===== src/hdl/bounded_deque_with_stop_unit_assert.svh =====
// ---------------------------------------------------------------------------
// Assertion macros for the bounded deque unit
// Clocked concurrent checks with active-low reset masking.
// ---------------------------------------------------------------------------
`ifndef BOUNDED_DEQUE_WITH_STOP_UNIT_ASSERT_SVH
`define BOUNDED_DEQUE_WITH_STOP_UNIT_ASSERT_SVH

// antecedent implies consequent in the same cycle
`define BDQ_ASSERT_IMPL(label, clk, rst_n, ante, cons) \
    label: assert property (@(posedge clk) disable iff (!rst_n) (ante) |-> (cons)) \
        else $error("bdq check failed");

// condition must never hold
`define BDQ_ASSERT_NEVER(label, clk, rst_n, cond) \
    label: assert property (@(posedge clk) disable iff (!rst_n) !(cond)) \
        else $error("bdq forbidden condition");

`endif


===== src/hdl/bdq_pkg.sv =====
// ---------------------------------------------------------------------------
// Bounded deque package
// Shared widths, command and status codes, and the result word type.
// ---------------------------------------------------------------------------
package bdq_pkg;

    localparam int DEPTH_DEF = 64;
    localparam int CMD_W     = 3;
    localparam int DATA_W    = 32;
    localparam int ST_W      = 2;
    localparam int CNT_W     = 7;
    localparam int CAP_W     = 7;
    localparam int APB_AW    = 3;
    localparam int APB_DW    = 32;

    localparam logic [CAP_W-1:0] CAP_RESET    = 7'd64;
    localparam logic             REG_CAPACITY = 1'b0;

    typedef enum logic [CMD_W-1:0] {
        CMD_PUSH_FRONT = 3'd0,
        CMD_PUSH_BACK  = 3'd1,
        CMD_POP_FRONT  = 3'd2,
        CMD_POP_BACK   = 3'd3,
        CMD_PEEK_FRONT = 3'd4,
        CMD_PEEK_BACK  = 3'd5,
        CMD_CLEAR      = 3'd6,
        CMD_STOP       = 3'd7
    } t_cmd;

    typedef enum logic [ST_W-1:0] {
        ST_OK    = 2'd0,
        ST_AGAIN = 2'd1,
        ST_EOS   = 2'd2
    } t_status;

    typedef struct packed {
        t_status            status;
        logic [DATA_W-1:0]  data;
        logic [CNT_W-1:0]   free_slots;
        logic [CNT_W-1:0]   used_count;
    } t_result;

endpackage


===== src/hdl/bdq_if.sv =====
// ---------------------------------------------------------------------------
// Bounded deque channel interfaces
// Command channel and result channel, valid/ready with payload.
// ---------------------------------------------------------------------------
interface bdq_cmd_if;
    logic                        valid;
    logic                        ready;
    logic [bdq_pkg::CMD_W-1:0]   cmd;
    logic [bdq_pkg::DATA_W-1:0]  handle;

    modport source (output valid, output cmd, output handle, input ready);
    modport sink   (input valid, input cmd, input handle, output ready);
endinterface

interface bdq_res_if;
    logic                        valid;
    logic                        ready;
    logic [bdq_pkg::ST_W-1:0]    status;
    logic [bdq_pkg::DATA_W-1:0]  data;
    logic [bdq_pkg::CNT_W-1:0]   free_slots;
    logic [bdq_pkg::CNT_W-1:0]   used_count;

    modport source (output valid, output status, output data, output free_slots,
                    output used_count, input ready);
    modport sink   (input valid, input status, input data, input free_slots,
                    input used_count, output ready);
endinterface


===== src/hdl/bounded_deque_with_stop_unit.sv =====
// ---------------------------------------------------------------------------
// Bounded deque with stop flag
// Double-ended queue of 32-bit handles with push, pop, peek, clear and stop.
// ---------------------------------------------------------------------------
// The unit takes one command word per clock while the result side keeps up and
// returns one result word per command, in order, via the core's result
// register, then the result queue. Each command is resolved combinationally
// against the front index, entry count and stop flag; the store is a
// single-write, single-read memory of DEPTH words whose registered read data
// joins the result in the following cycle, and a two-entry result queue lets
// commands keep flowing while a result waits. Sustained rate is one command
// per cycle without stalls. The capacity register limits the queue to
// min(capacity, DEPTH) entries and may be written only while the unit is idle.
module bounded_deque_with_stop_unit #(
    parameter int DEPTH = bdq_pkg::DEPTH_DEF
) (
    input  logic                         i_clk,
    input  logic                         i_rst_n,
    input  logic                         psel,
    input  logic                         penable,
    input  logic                         pwrite,
    input  logic [bdq_pkg::APB_AW-1:0]   paddr,
    input  logic [bdq_pkg::APB_DW-1:0]   pwdata,
    output logic [bdq_pkg::APB_DW-1:0]   prdata,
    output logic                         pready,
    bdq_cmd_if.sink                      i_cmd,
    bdq_res_if.source                    o_res
);

`include "bounded_deque_with_stop_unit_assert.svh"

    logic [bdq_pkg::CAP_W-1:0]  capacity;
    logic                       core_valid;
    logic                       q_ready;
    bdq_pkg::t_result           core_word;

    bdq_regs u_regs (
        .i_clk      (i_clk),
        .i_rst_n    (i_rst_n),
        .psel       (psel),
        .penable    (penable),
        .pwrite     (pwrite),
        .paddr      (paddr),
        .pwdata     (pwdata),
        .prdata     (prdata),
        .pready     (pready),
        .o_capacity (capacity)
    );

    bdq_core #(
        .DEPTH (DEPTH)
    ) u_core (
        .i_clk      (i_clk),
        .i_rst_n    (i_rst_n),
        .i_capacity (capacity),
        .i_cmd      (i_cmd),
        .o_valid    (core_valid),
        .o_word     (core_word),
        .i_ready    (q_ready)
    );

    bdq_outq u_outq (
        .i_clk   (i_clk),
        .i_rst_n (i_rst_n),
        .i_valid (core_valid),
        .i_word  (core_word),
        .o_ready (q_ready),
        .o_res   (o_res)
    );

    `BDQ_ASSERT_NEVER(a_fail_has_no_data, i_clk, i_rst_n, o_res.valid && (o_res.status != bdq_pkg::ST_OK) && (o_res.data != '0))
    `BDQ_ASSERT_IMPL(a_again_free_means_empty, i_clk, i_rst_n, o_res.valid && (o_res.status == bdq_pkg::ST_AGAIN) && (o_res.free_slots != '0), o_res.used_count == '0)
    `BDQ_ASSERT_IMPL(a_within_depth, i_clk, i_rst_n, o_res.valid, (32'(o_res.free_slots) + 32'(o_res.used_count)) <= 32'(DEPTH))

endmodule


===== src/hdl/bdq_regs.sv =====
// ---------------------------------------------------------------------------
// Bounded deque configuration registers
// APB-style access to the capacity register.
// ---------------------------------------------------------------------------
module bdq_regs (
    input  logic                         i_clk,
    input  logic                         i_rst_n,
    input  logic                         psel,
    input  logic                         penable,
    input  logic                         pwrite,
    input  logic [bdq_pkg::APB_AW-1:0]   paddr,
    input  logic [bdq_pkg::APB_DW-1:0]   pwdata,
    output logic [bdq_pkg::APB_DW-1:0]   prdata,
    output logic                         pready,
    output logic [bdq_pkg::CAP_W-1:0]    o_capacity
);

    logic                         reg_sel;
    logic [bdq_pkg::CAP_W-1:0]    r_capacity;

    assign reg_sel = (paddr[2] == bdq_pkg::REG_CAPACITY);
    assign pready  = 1'b1;

    always_ff @(posedge i_clk) begin
        if (!i_rst_n) begin
            r_capacity <= bdq_pkg::CAP_RESET;
        end else if (psel && penable && pwrite && reg_sel) begin
            r_capacity <= pwdata[bdq_pkg::CAP_W-1:0];
        end
    end

    always_comb begin
        prdata = '0;
        if (reg_sel) begin
            prdata = {{(bdq_pkg::APB_DW-bdq_pkg::CAP_W){1'b0}}, r_capacity};
        end
    end

    assign o_capacity = r_capacity;

endmodule


===== src/hdl/bdq_core.sv =====
// ---------------------------------------------------------------------------
// Bounded deque core: circular store with front index, count and stop flag;
// one command per cycle while the result queue accepts.
// ---------------------------------------------------------------------------
module bdq_core #(
    parameter int DEPTH = bdq_pkg::DEPTH_DEF
) (
    input  logic                        i_clk,
    input  logic                        i_rst_n,
    input  logic [bdq_pkg::CAP_W-1:0]   i_capacity,
    bdq_cmd_if.sink                     i_cmd,
    output logic                        o_valid,
    output bdq_pkg::t_result            o_word,
    input  logic                        i_ready
);

    localparam int AW = $clog2(DEPTH);
    localparam int SW = (AW + 1 > bdq_pkg::CNT_W) ? AW + 1 : bdq_pkg::CNT_W;

    logic [bdq_pkg::DATA_W-1:0]  r_mem [DEPTH];
    logic [bdq_pkg::DATA_W-1:0]  r_q;

    logic [AW-1:0]               r_front, n_front;
    logic [bdq_pkg::CNT_W-1:0]   r_count, n_count;
    logic                        r_stop, n_stop;

    logic                        r_a_valid;
    bdq_pkg::t_status            r_a_status, n_status;
    logic                        r_a_rd, n_rd;
    logic [bdq_pkg::CNT_W-1:0]   r_a_free, n_free;
    logic [bdq_pkg::CNT_W-1:0]   r_a_used;

    logic                        in_acc;
    logic                        a_take;
    logic                        we, re;
    logic [AW-1:0]               waddr, raddr;
    logic [bdq_pkg::CNT_W-1:0]   lim;
    logic [SW-1:0]               sum_new, sum_old;
    logic [AW-1:0]               back_new, back_old;
    logic [AW-1:0]               front_dec, front_inc;
    bdq_pkg::t_cmd               cmd;

    assign cmd     = bdq_pkg::t_cmd'(i_cmd.cmd);
    assign a_take  = r_a_valid && i_ready;
    assign i_cmd.ready = !r_a_valid || i_ready;
    assign in_acc  = i_cmd.valid && i_cmd.ready;

    assign lim = ({{(32-bdq_pkg::CAP_W){1'b0}}, i_capacity} < 32'(DEPTH)) ?
                 i_capacity : bdq_pkg::CNT_W'(DEPTH);

    assign sum_new  = SW'(r_front) + SW'(r_count);
    assign sum_old  = sum_new - SW'(1);
    assign back_new = (sum_new >= SW'(DEPTH)) ? AW'(sum_new - SW'(DEPTH)) : AW'(sum_new);
    assign back_old = (sum_old >= SW'(DEPTH)) ? AW'(sum_old - SW'(DEPTH)) : AW'(sum_old);
    assign front_dec = (r_front == '0) ? AW'(DEPTH - 1) : r_front - AW'(1);
    assign front_inc = (r_front == AW'(DEPTH - 1)) ? '0 : r_front + AW'(1);

    always_comb begin
        n_front  = r_front;
        n_count  = r_count;
        n_stop   = r_stop;
        n_status = bdq_pkg::ST_OK;
        n_rd     = 1'b0;
        we       = 1'b0;
        re       = 1'b0;
        waddr    = back_new;
        raddr    = r_front;
        case (cmd) inside
            bdq_pkg::CMD_PUSH_FRONT, bdq_pkg::CMD_PUSH_BACK: begin
                if (r_stop) begin
                    n_status = bdq_pkg::ST_EOS;
                end else if (r_count >= lim) begin
                    n_status = bdq_pkg::ST_AGAIN;
                end else begin
                    we      = 1'b1;
                    n_count = r_count + bdq_pkg::CNT_W'(1);
                    if (cmd == bdq_pkg::CMD_PUSH_FRONT) begin
                        n_front = front_dec;
                        waddr   = front_dec;
                    end
                end
            end
            bdq_pkg::CMD_POP_FRONT, bdq_pkg::CMD_POP_BACK,
            bdq_pkg::CMD_PEEK_FRONT, bdq_pkg::CMD_PEEK_BACK: begin
                if (r_count == '0) begin
                    n_status = r_stop ? bdq_pkg::ST_EOS : bdq_pkg::ST_AGAIN;
                end else begin
                    re   = 1'b1;
                    n_rd = 1'b1;
                    if (cmd == bdq_pkg::CMD_POP_FRONT || cmd == bdq_pkg::CMD_PEEK_FRONT) begin
                        raddr = r_front;
                        if (cmd == bdq_pkg::CMD_POP_FRONT) begin
                            n_front = front_inc;
                            n_count = r_count - bdq_pkg::CNT_W'(1);
                        end
                    end else begin
                        raddr = back_old;
                        if (cmd == bdq_pkg::CMD_POP_BACK) begin
                            n_count = r_count - bdq_pkg::CNT_W'(1);
                        end
                    end
                end
            end
            bdq_pkg::CMD_CLEAR: begin
                n_count = '0;
            end
            default: begin
                n_stop = 1'b1;
            end
        endcase
        n_free = (n_count < lim) ? lim - n_count : '0;
    end

    always_ff @(posedge i_clk) begin
        if (in_acc && we) begin
            r_mem[waddr] <= i_cmd.handle;
        end
        if (in_acc && re) begin
            r_q <= r_mem[raddr];
        end
    end

    always_ff @(posedge i_clk) begin
        if (!i_rst_n) begin
            r_front   <= '0;
            r_count   <= '0;
            r_stop    <= 1'b0;
            r_a_valid <= 1'b0;
        end else begin
            if (in_acc) begin
                r_front <= n_front;
                r_count <= n_count;
                r_stop  <= n_stop;
            end
            if (in_acc) begin
                r_a_valid <= 1'b1;
            end else if (a_take) begin
                r_a_valid <= 1'b0;
            end
        end
    end

    always_ff @(posedge i_clk) begin
        if (in_acc) begin
            r_a_status <= n_status;
            r_a_rd     <= n_rd;
            r_a_free   <= n_free;
            r_a_used   <= n_count;
        end
    end

    assign o_valid           = r_a_valid;
    assign o_word.status     = r_a_status;
    assign o_word.data       = r_a_rd ? r_q : '0;
    assign o_word.free_slots = r_a_free;
    assign o_word.used_count = r_a_used;

endmodule


===== src/hdl/bdq_outq.sv =====
// ---------------------------------------------------------------------------
// Bounded deque result queue
// Two-entry buffer that decouples the core from the result channel.
// ---------------------------------------------------------------------------
module bdq_outq (
    input  logic                i_clk,
    input  logic                i_rst_n,
    input  logic                i_valid,
    input  bdq_pkg::t_result    i_word,
    output logic                o_ready,
    bdq_res_if.source           o_res
);

    bdq_pkg::t_result  r_buf [2];
    logic              r_wp, r_rp;
    logic [1:0]        r_cnt;
    logic              push, pop;

    assign o_ready = (r_cnt != 2'd2);
    assign push    = i_valid && o_ready;
    assign pop     = o_res.valid && o_res.ready;

    always_ff @(posedge i_clk) begin
        if (push) begin
            r_buf[r_wp] <= i_word;
        end
    end

    always_ff @(posedge i_clk) begin
        if (!i_rst_n) begin
            r_wp  <= 1'b0;
            r_rp  <= 1'b0;
            r_cnt <= '0;
        end else begin
            if (push) begin
                r_wp <= ~r_wp;
            end
            if (pop) begin
                r_rp <= ~r_rp;
            end
            case ({push, pop})
                2'b10:   r_cnt <= r_cnt + 2'd1;
                2'b01:   r_cnt <= r_cnt - 2'd1;
                default: r_cnt <= r_cnt;
            endcase
        end
    end

    assign o_res.valid      = (r_cnt != 2'd0);
    assign o_res.status     = r_buf[r_rp].status;
    assign o_res.data       = r_buf[r_rp].data;
    assign o_res.free_slots = r_buf[r_rp].free_slots;
    assign o_res.used_count = r_buf[r_rp].used_count;

endmodule

===== src/flat_wrapper.sv =====
// flat-port wrapper written by rule: the top's interface ports become plain ports
module bounded_deque_with_stop_unit_flat 
#(
    parameter int DEPTH = bdq_pkg::DEPTH_DEF
)
  (i_clk, i_rst_n, psel, penable, pwrite, paddr, pwdata, prdata, pready, i_cmd_valid, i_cmd_cmd, i_cmd_handle, i_cmd_ready, o_res_valid, o_res_status, o_res_data, o_res_free_slots, o_res_used_count, o_res_ready);
  bdq_cmd_if i_cmd_i ();
  bdq_res_if o_res_i ();
  input  logic i_clk;
  input  logic i_rst_n;
  input  logic psel;
  input  logic penable;
  input  logic pwrite;
  input  logic [bdq_pkg::APB_AW-1:0] paddr;
  input  logic [bdq_pkg::APB_DW-1:0] pwdata;
  output logic [bdq_pkg::APB_DW-1:0] prdata;
  output logic pready;
  input wire logic [$bits(i_cmd_i.valid)-1:0] i_cmd_valid;
  input wire logic [$bits(i_cmd_i.cmd)-1:0] i_cmd_cmd;
  input wire logic [$bits(i_cmd_i.handle)-1:0] i_cmd_handle;
  output wire logic [$bits(i_cmd_i.ready)-1:0] i_cmd_ready;
  output wire logic [$bits(o_res_i.valid)-1:0] o_res_valid;
  output wire logic [$bits(o_res_i.status)-1:0] o_res_status;
  output wire logic [$bits(o_res_i.data)-1:0] o_res_data;
  output wire logic [$bits(o_res_i.free_slots)-1:0] o_res_free_slots;
  output wire logic [$bits(o_res_i.used_count)-1:0] o_res_used_count;
  input wire logic [$bits(o_res_i.ready)-1:0] o_res_ready;
  assign i_cmd_i.valid = i_cmd_valid;
  assign i_cmd_i.cmd = i_cmd_cmd;
  assign i_cmd_i.handle = i_cmd_handle;
  assign i_cmd_ready = i_cmd_i.ready;
  assign o_res_valid = o_res_i.valid;
  assign o_res_status = o_res_i.status;
  assign o_res_data = o_res_i.data;
  assign o_res_free_slots = o_res_i.free_slots;
  assign o_res_used_count = o_res_i.used_count;
  assign o_res_i.ready = o_res_ready;
  bounded_deque_with_stop_unit #(.DEPTH(DEPTH)) u_core (.i_clk(i_clk), .i_rst_n(i_rst_n), .psel(psel), .penable(penable), .pwrite(pwrite), .paddr(paddr), .pwdata(pwdata), .prdata(prdata), .pready(pready), .i_cmd(i_cmd_i), .o_res(o_res_i));
endmodule

===== config.mk =====
export PLATFORM = sky130hd
export DESIGN_NAME = bounded_deque_with_stop_unit_flat
export DESIGN_NICKNAME = d
export VERILOG_FILES = /design/src/hdl/bdq_pkg.sv /design/src/hdl/bdq_if.sv /design/src/hdl/bounded_deque_with_stop_unit.sv /design/src/hdl/bdq_regs.sv /design/src/hdl/bdq_core.sv /design/src/hdl/bdq_outq.sv /design/src/flat_wrapper.sv
export VERILOG_INCLUDE_DIRS = /design/src /design/src/hdl
export SDC_FILE = /design/constraint.sdc
export NUM_CORES = 2
export LEC_CHECK = 0
export ABC_AREA = 1
export BUFFER_PORTS_ARGS = -buffer_cell sky130_fd_sc_hd__buf_2
export CORE_MARGIN = 5
export CORE_UTILIZATION = 50
export CTS_CLUSTER_SIZE = 20
export DETAILED_ROUTE_END_ITERATION = 12
export HOLD_SLACK_MARGIN = 0.06
export PLACE_DENSITY = 0.68
export SKIP_CTS_REPAIR_TIMING = 1
export SLEW_MARGIN = 30
export SYNTH_ARGS = -nofsm -noshare
export SYNTH_HDL_FRONTEND = slang
export SYNTH_SLANG_ARGS = --single-unit

===== constraint.sdc =====
create_clock -name i_clk -period 3.91 [get_ports i_clk]
set_input_delay 0.391 -clock i_clk [delete_from_list [all_inputs] [get_ports i_clk]]
set_output_delay 0.391 -clock i_clk [all_outputs]
set_load 0.01 [all_outputs]

Word level (Yosys, flattened, before mapping):

Memory sizes are Yosys's and may differ from the RTL's. A register that Yosys moved wholly into a read port is not among the register bits.
Index checks and enable logic that the tools add are counted.

* bits in registers: 43
* RAM bits: 2144
* output and inout bits: 83
* word-level logic and storage cells: 127
* memories kept: 2

Memory list
* u_core.u_core.r_mem: words 64, width 32, rd ports 1, clocked after memory_dff 1, wr ports 1, line bdq_core.sv:20 `logic [bdq_pkg::DATA_W-1:0] r_mem [DEPTH];`
* u_core.u_outq.r_buf: words 2, width 48, rd ports 1, clocked after memory_dff 1, wr ports 1, line bdq_outq.sv:14 `bdq_pkg::t_result r_buf [2];`

* add/subtract/negate cells: 11
* $lt $le $gt $ge: 5
* eq/ne operators: 14
* muxes and demuxes: 53
* bitwise gates (word level): 6
* reduce and logical (&&, ||, !) cells: 24

Operators with widths (number)
* $mux W6: 20
* $mux W7: 11
* $mux W32: 1
* $sub A6 B1 Y6 const B: 3
* $mux W1: 15
* $ge A7 B7 Y1 const B: 2
* $sub A7 B1 Y7 const B: 2
* $reduce_bool A2 Y1: 6
* $mux W2: 5
* $eq A3 B3 Y1 const B: 3
* $logic_and A1 B1 Y1: 8
* $ne A2 B2 Y1 const B: 4
* $reduce_and A8 Y1: 1
* $add A6 B7 Y7: 1
* $add A7 B1 Y7 const B: 1
* $ge A7 B7 Y1: 1
* $logic_not A7 Y1: 1
* $lt A7 B7 Y1: 1
* $lt A7 B7 Y1 const B: 1
* $sub A7 B7 Y7: 1
* $add A6 B1 Y6 const B: 1
* $eq A3 B2 Y1 const B: 2
* $eq A6 B6 Y1 const B: 1
* $logic_not A6 Y1: 1
* other kinds (14): 20

Logic depth before layout (Yosys ltp):

* depth in word-level cells: 9
* depth in mapped cells: 23

Modules after synthesis:

A second synthesis with hierarchy kept.

* cell total of the unflattened synthesis: 7330
* area, all modules: 91924.4 um^2

Modules (own cells, without submodules)
* bdq_core: instances 1, cells an instance 7055, area each 87546.5 um^2, sequential area each 63270.7 um^2
* bdq_outq: instances 1, cells an instance 185, area each 3777.4 um^2, sequential area each 2982.9 um^2
* bdq_regs: instances 1, cells an instance 90, area each 600.6 um^2, sequential area each 140.1 um^2

Worst setup path after synthesis:

Ideal clock, no wire load.

* kind: flip-flop to flip-flop
* start: reg u_core.u_regs.r_capacity (netlist bit u_core.u_regs.o_capacity[6])
* end: mem u_core.u_core.r_mem[34][0] (netlist name) (enable)
* library setup time: 421 ps
* arrival: 3718 ps
* required time: 3489 ps
* slack: -229 ps
* stages on the path, launching flop included: 16
* buffers on the path: 1
* period minus slack after synthesis: 4139 ps
* cells stage by stage: dfxtp_1 > nor2_1 > inv_1 > ha_1 > nand2_1 > inv_1 > a21oi_2 > nand3_1 > nor2_2 > nand3_1 > buf_2 > o21ai_0 > inv_1 > nor2_1 > nand2_1 > nor2_1

* cells in the longest elaborated chain, start to end: 9

Ends and longest elaborated chain
* from (decl): line bdq_regs.sv:19 `logic [bdq_pkg::CAP_W-1:0] r_capacity;`
* from (signal assigned): line bdq_regs.sv:26 `r_capacity <= bdq_pkg::CAP_RESET;`
* from (signal assigned): line bdq_regs.sv:28 `r_capacity <= pwdata[bdq_pkg::CAP_W-1:0];`
* $lt A7 B7 Y1: line bdq_core.sv:48 `assign lim = ({{(32-bdq_pkg::CAP_W){1'b0}}, i_capacity} < 32'(DEPTH)) ?`
* $mux W7 *: line bdq_core.sv:48
* $ge A7 B7 Y1 *: line bdq_core.sv:72 `end else if (r_count >= lim) begin`
* $mux W1: line bdq_core.sv:72
* $mux W1: line bdq_core.sv:70 `if (r_stop) begin`
* $mux W1: line bdq_core.sv:68 `case (cmd) inside`
* $logic_and A1 B1 Y1: line bdq_core.sv:115 `if (in_acc && we) begin`
* $mux W1: line bdq_core.sv:115
* $mux W1 (not written as such): line bdq_core.sv:116 `r_mem[waddr] <= i_cmd.handle;`
* to (decl): line bdq_core.sv:20

Every way passes the cells marked *; elsewhere a longest branch is shown, timed or not.

Worst setup path in the final report:

* start: reg u_core.u_core.r_count[0] (netlist name)
* end: reg u_core.u_core.r_q[4] (netlist name), read port of u_core.u_core.r_mem, data pin

* cells in the longest elaborated chain, start to end: 8

Ends and longest elaborated chain
* from (decl): line bdq_core.sv:24 `logic [bdq_pkg::CNT_W-1:0] r_count, n_count;`
* from (signal assigned): line bdq_core.sv:132 `r_count <= n_count;`
* $add A6 B7 Y7: line bdq_core.sv:51 `assign sum_new = SW'(r_front) + SW'(r_count);`
* $sub A7 B1 Y7: line bdq_core.sv:52 `assign sum_old = sum_new - SW'(1);`
* $sub A6 B1 Y6 / $ge A7 B7 Y1 (equally long branches): line bdq_core.sv:54 `assign back_old = (sum_old >= SW'(DEPTH)) ? AW'(sum_old - SW'(DEPTH)) : AW'(sum_old);`
* $mux W6: line bdq_core.sv:54
* $mux W6: line bdq_core.sv:90 `if (cmd == bdq_pkg::CMD_POP_FRONT || cmd == bdq_pkg::CMD_PEEK_FRONT) begin`
* $mux W6: line bdq_core.sv:85 `if (r_count == '0) begin`
* $mux W6 (2 in series): line bdq_core.sv:68
* to (decl): line bdq_core.sv:21 `logic [bdq_pkg::DATA_W-1:0] r_q;`

Several ways; a longest one is shown, not always the timed one.
A chain may end at the register's enable or synchronous reset.

==> impl_metrics.json <==
{
  "status": "complete, no violations",
  "final_util_pct": 58.04,
  "timing.final.max_slew_violations": 0,
  "wl_um": 256300,
  "yosys_warnings": 0,
  "final_cell_count_no_fill": 10779,
  "tightest_slew_ns": 0.9929,
  "rsz0062_at_grt": "false",
  "drt_iter0_markers": 7294,
  "hold_violations": 0,
  "clkSinkCount": 2220,
  "final_area_um2": 107500,
  "hold_class": "in -> reg",
  "syn_area_um2": 93010,
  "synth_area_leaders": "edfxtp_1 (71%), nand2_1 (8.6%), o211ai_1 (5.6%), nand3_1 (5.4%), inv_1 (3.5%)",
  "grt_first_pass_wirelength_um": 375500,
  "ctsRootBufferMaster": "clkbuf_16",
  "leakage_nw": 40.21,
  "setup_viol_count_final": 0,
  "layout-drive-gt1-share_pct": 12.02,
  "synth_edf_count": 2193,
  "dieWidth_um": 441.3,
  "worst_path_most_repeated_cell": "nand3_1",
  "cts_tree": "built",
  "vias": 61142,
  "ios": 160,
  "num-nets-final": 8217,
  "setup_tns_ns": 0,
  "grt_use_total_pct": 26.01,
  "vdd_drop_max_uv": 471.9,
  "path_clk_slew_ns": 0.06,
  "drt_pass1_iterations": 7,
  "start_kind": "flip-flop",
  "fmax_mhz": 261.4,
  "worst-path-max-fanout": 25,
  "dp_cells": 10342,
  "ys_ff_latch": 2220,
  "clk_latency_ns": 0.88,
  "drv_cap": 0,
  "worst_clock_skew_ns": 0.06273,
  "path_cells": "ha_1, fa_1, inv_1, ha_1, inv_1, nand2_2, o21ai_4, buf_12, buf_4, buf_4, o211ai_1, nand3_1, nand3_1, nand3_1, nand3_1, nand2_1",
  "seq_area_frac_synth_pct": 71.38,
  "vias_per_cell": 5.672,
  "cp.required_ns": 4.65,
  "port-buffer-count": 106,
  "dp_hpwl_um": 153900,
  "syn_to_final_growth_pct": 15.59,
  "timing.hold.ws_ns": 0.07460,
  "slowest_delay_ns": 0.56,
  "maxSlewHeadroom_pct": 33.81,
  "period_share_pct": 97.86,
  "first_global_vias": 57304,
  "synthCells": 7792,
  "yosysUniqueCellTypes": 41,
  "die-area_um2": 194700,
  "setup_ws_ns": 0.08378,
  "post_drt_wl_per_cell_um": 23.78,
  "gr-total-overflow": 0,
  "crit_type": "reg -> reg",
  "power.density_nw_per_um2": 547.9,
  "arrival_ns": 4.56,
  "end_kind": "flip-flop",
  "antenna_found_initial": 13,
  "dp_slack_ns": 0.07759,
  "core_area_um2": 185200,
  "cts_buffers": 217,
  "synth_top_area_cell": "edfxtp_1",
  "start_util_pct": 50.21,
  "grt_start_max_net_pins": 86,
  "row_count": 158,
  "die-height_um": 441.3,
  "syn_avg_cell_area_um2": 11.94,
  "htreeDepth": 4,
  "clockBufferDepth": 3,
  "place.gp.congestion": 0.8837,
  "async_flop_share_pct": 0,
  "ys.flop_type": "edfxtp_1",
  "dpl-instance-area_um2": 100100,
  "power.total_mw": 58.90,
  "ant_nets": 0,
  "synth_top_area_share_pct": 70.80,
  "crit_slowest_cell": "fa_1",
  "period_minus_slack_ns": 3.826,
  "drc": 0
}
==> routing by layer <==
metal / wire, um / track usage (%) / vias to the layer above
met5: 0 / 0 / -
met4: 11120 / 10.42 / 0
met3: 24610 / 4.261 / 422
met2: 117700 / 40.56 / 3088
met1: 102800 / 36.88 / 29752
li1: - / - / 27880
==> cell usage in the layout (no fill, tap or decap), types with 4 or more instances in the layout <==
master            n
inv_6             4
inv_1           855
o21ai_1          13
bufinv_16        21
clkbuf_16       218
ha_1             26
buf_2            88
edfxtp_1       2193
clkinv_16         8
dfxtp_1          25
clkinv_1         52
o211ai_1        689
buf_12          173
diode_2           5
nor2_4           68
clkbuf_1         41
nand3_2           8
clkinvlp_4        5
a211oi_1          5
dlygate4sd3_1    26
nand3_1         990
nand4_1          14
nand2_2           4
conb_1           26
nand2_1        2122
mux2_2           48
o21ai_0          56
clkinv_8          5
buf_4           277
clkinv_2         43
nor2_1           92
xor2_1           15
o21ai_4           5
a21oi_1          39
==> path summary, 6_finish.rpt <==
| kind | from | endpoint | slack, ns | depth (start not counted) |
|---|---|---|---|---|
| max reg2reg | u_core.u_core.r_count[0] | u_core.u_core.r_q[4] | 0.08 | 16 |
| max | u_core.u_core.r_count[0] | u_core.u_core.r_q[4] | 0.08 | 16 |
| min | i_cmd_handle[16] | u_core.u_core.r_mem[1][16] | 0.07 | 2 |
| min reg2reg | u_core.u_core.r_a_free[5] | u_core.u_outq.r_buf[0][12] | 0.44 | 0 |
==> cell usage after synthesis (2+ instances only) <==
master,n
nor3_1,3
or2_2,3
conb_1,2
buf_1,27
nand2_1,2124
o21ai_1,14
inv_2,3
nand3_1,997
inv_1,857
xor2_1,15
ha_1,26
buf_2,231
dfxtp_1,27
buf_6,18
o21a_1,4
xnor2_1,3
mux2_2,48
nor2_1,159
nand4_1,14
nand2_2,4
clkbuf_1,97
o211ai_1,689
o21ai_0,59
a31oi_1,2
a211oi_1,5
edfxtp_1,2193
a21oi_1,39
fa_1,2
buf_4,115
==> cells by family after synthesis <==
| family | count (synthesis) | synth area share [%] |
|---|---|---|
| simple gates | 3309 | 14.78 |
| flops | 2220 | 71.38 |
| buf+inv | 1349 | 6.367 |
| compound gates | 818 | 6.315 |
| mux | 48 | 0.5811 |
| fa+ha+maj | 28 | 0.3928 |
| xor+xnor | 18 | 0.1695 |
| other cells | 2 | 0.008074 |
==> registers in the layout (all words and copies together), names as in the netlist, 6 cells and up, named ones only <==
signal	flops
u_core.u_core.r_mem	2048
u_core.u_core.r_a_used	7
u_core.u_core.r_count	7
u_core.u_regs.o_capacity	7
u_core.u_core.r_q	32
u_core.u_core.r_a_free	7
u_core.u_core.r_front	6
u_core.u_outq.r_buf	96
==> cell type report <==
class | count | area (um^2)
Fill cell | 14478 | 77730
Clock buffer | 259 | 5609
Inverter | 861 | 3261
Multi-Input combinational cell | 4247 | 21380
Tap cell | 2480 | 3103
Antenna cell | 5 | 12.51
Clock inverter | 142 | 1486
Timing Repair Buffer | 565 | 6255
Sequential cell | 2220 | 66400
==> power by group <==
group          total, mW  switching (mW)  internal (mW)
registers           26.6           0.122           26.5
logic               11.6            8.08           3.52
clock network       20.7            9.01           11.7
total               58.9            17.2           41.7
==> critical path, delay by kind of cell, from the launching register on <==
family / cells / cell delay [ns]
adders and majority gates: 3 / 1.06
DFF: 1 / 0.34
AOI/OAI and AO/OA: 2 / 0.35
buffers and inverters: 5 / 0.99
and+or+nand+nor: 6 / 0.86
Power figures use the tool's default switching activity.
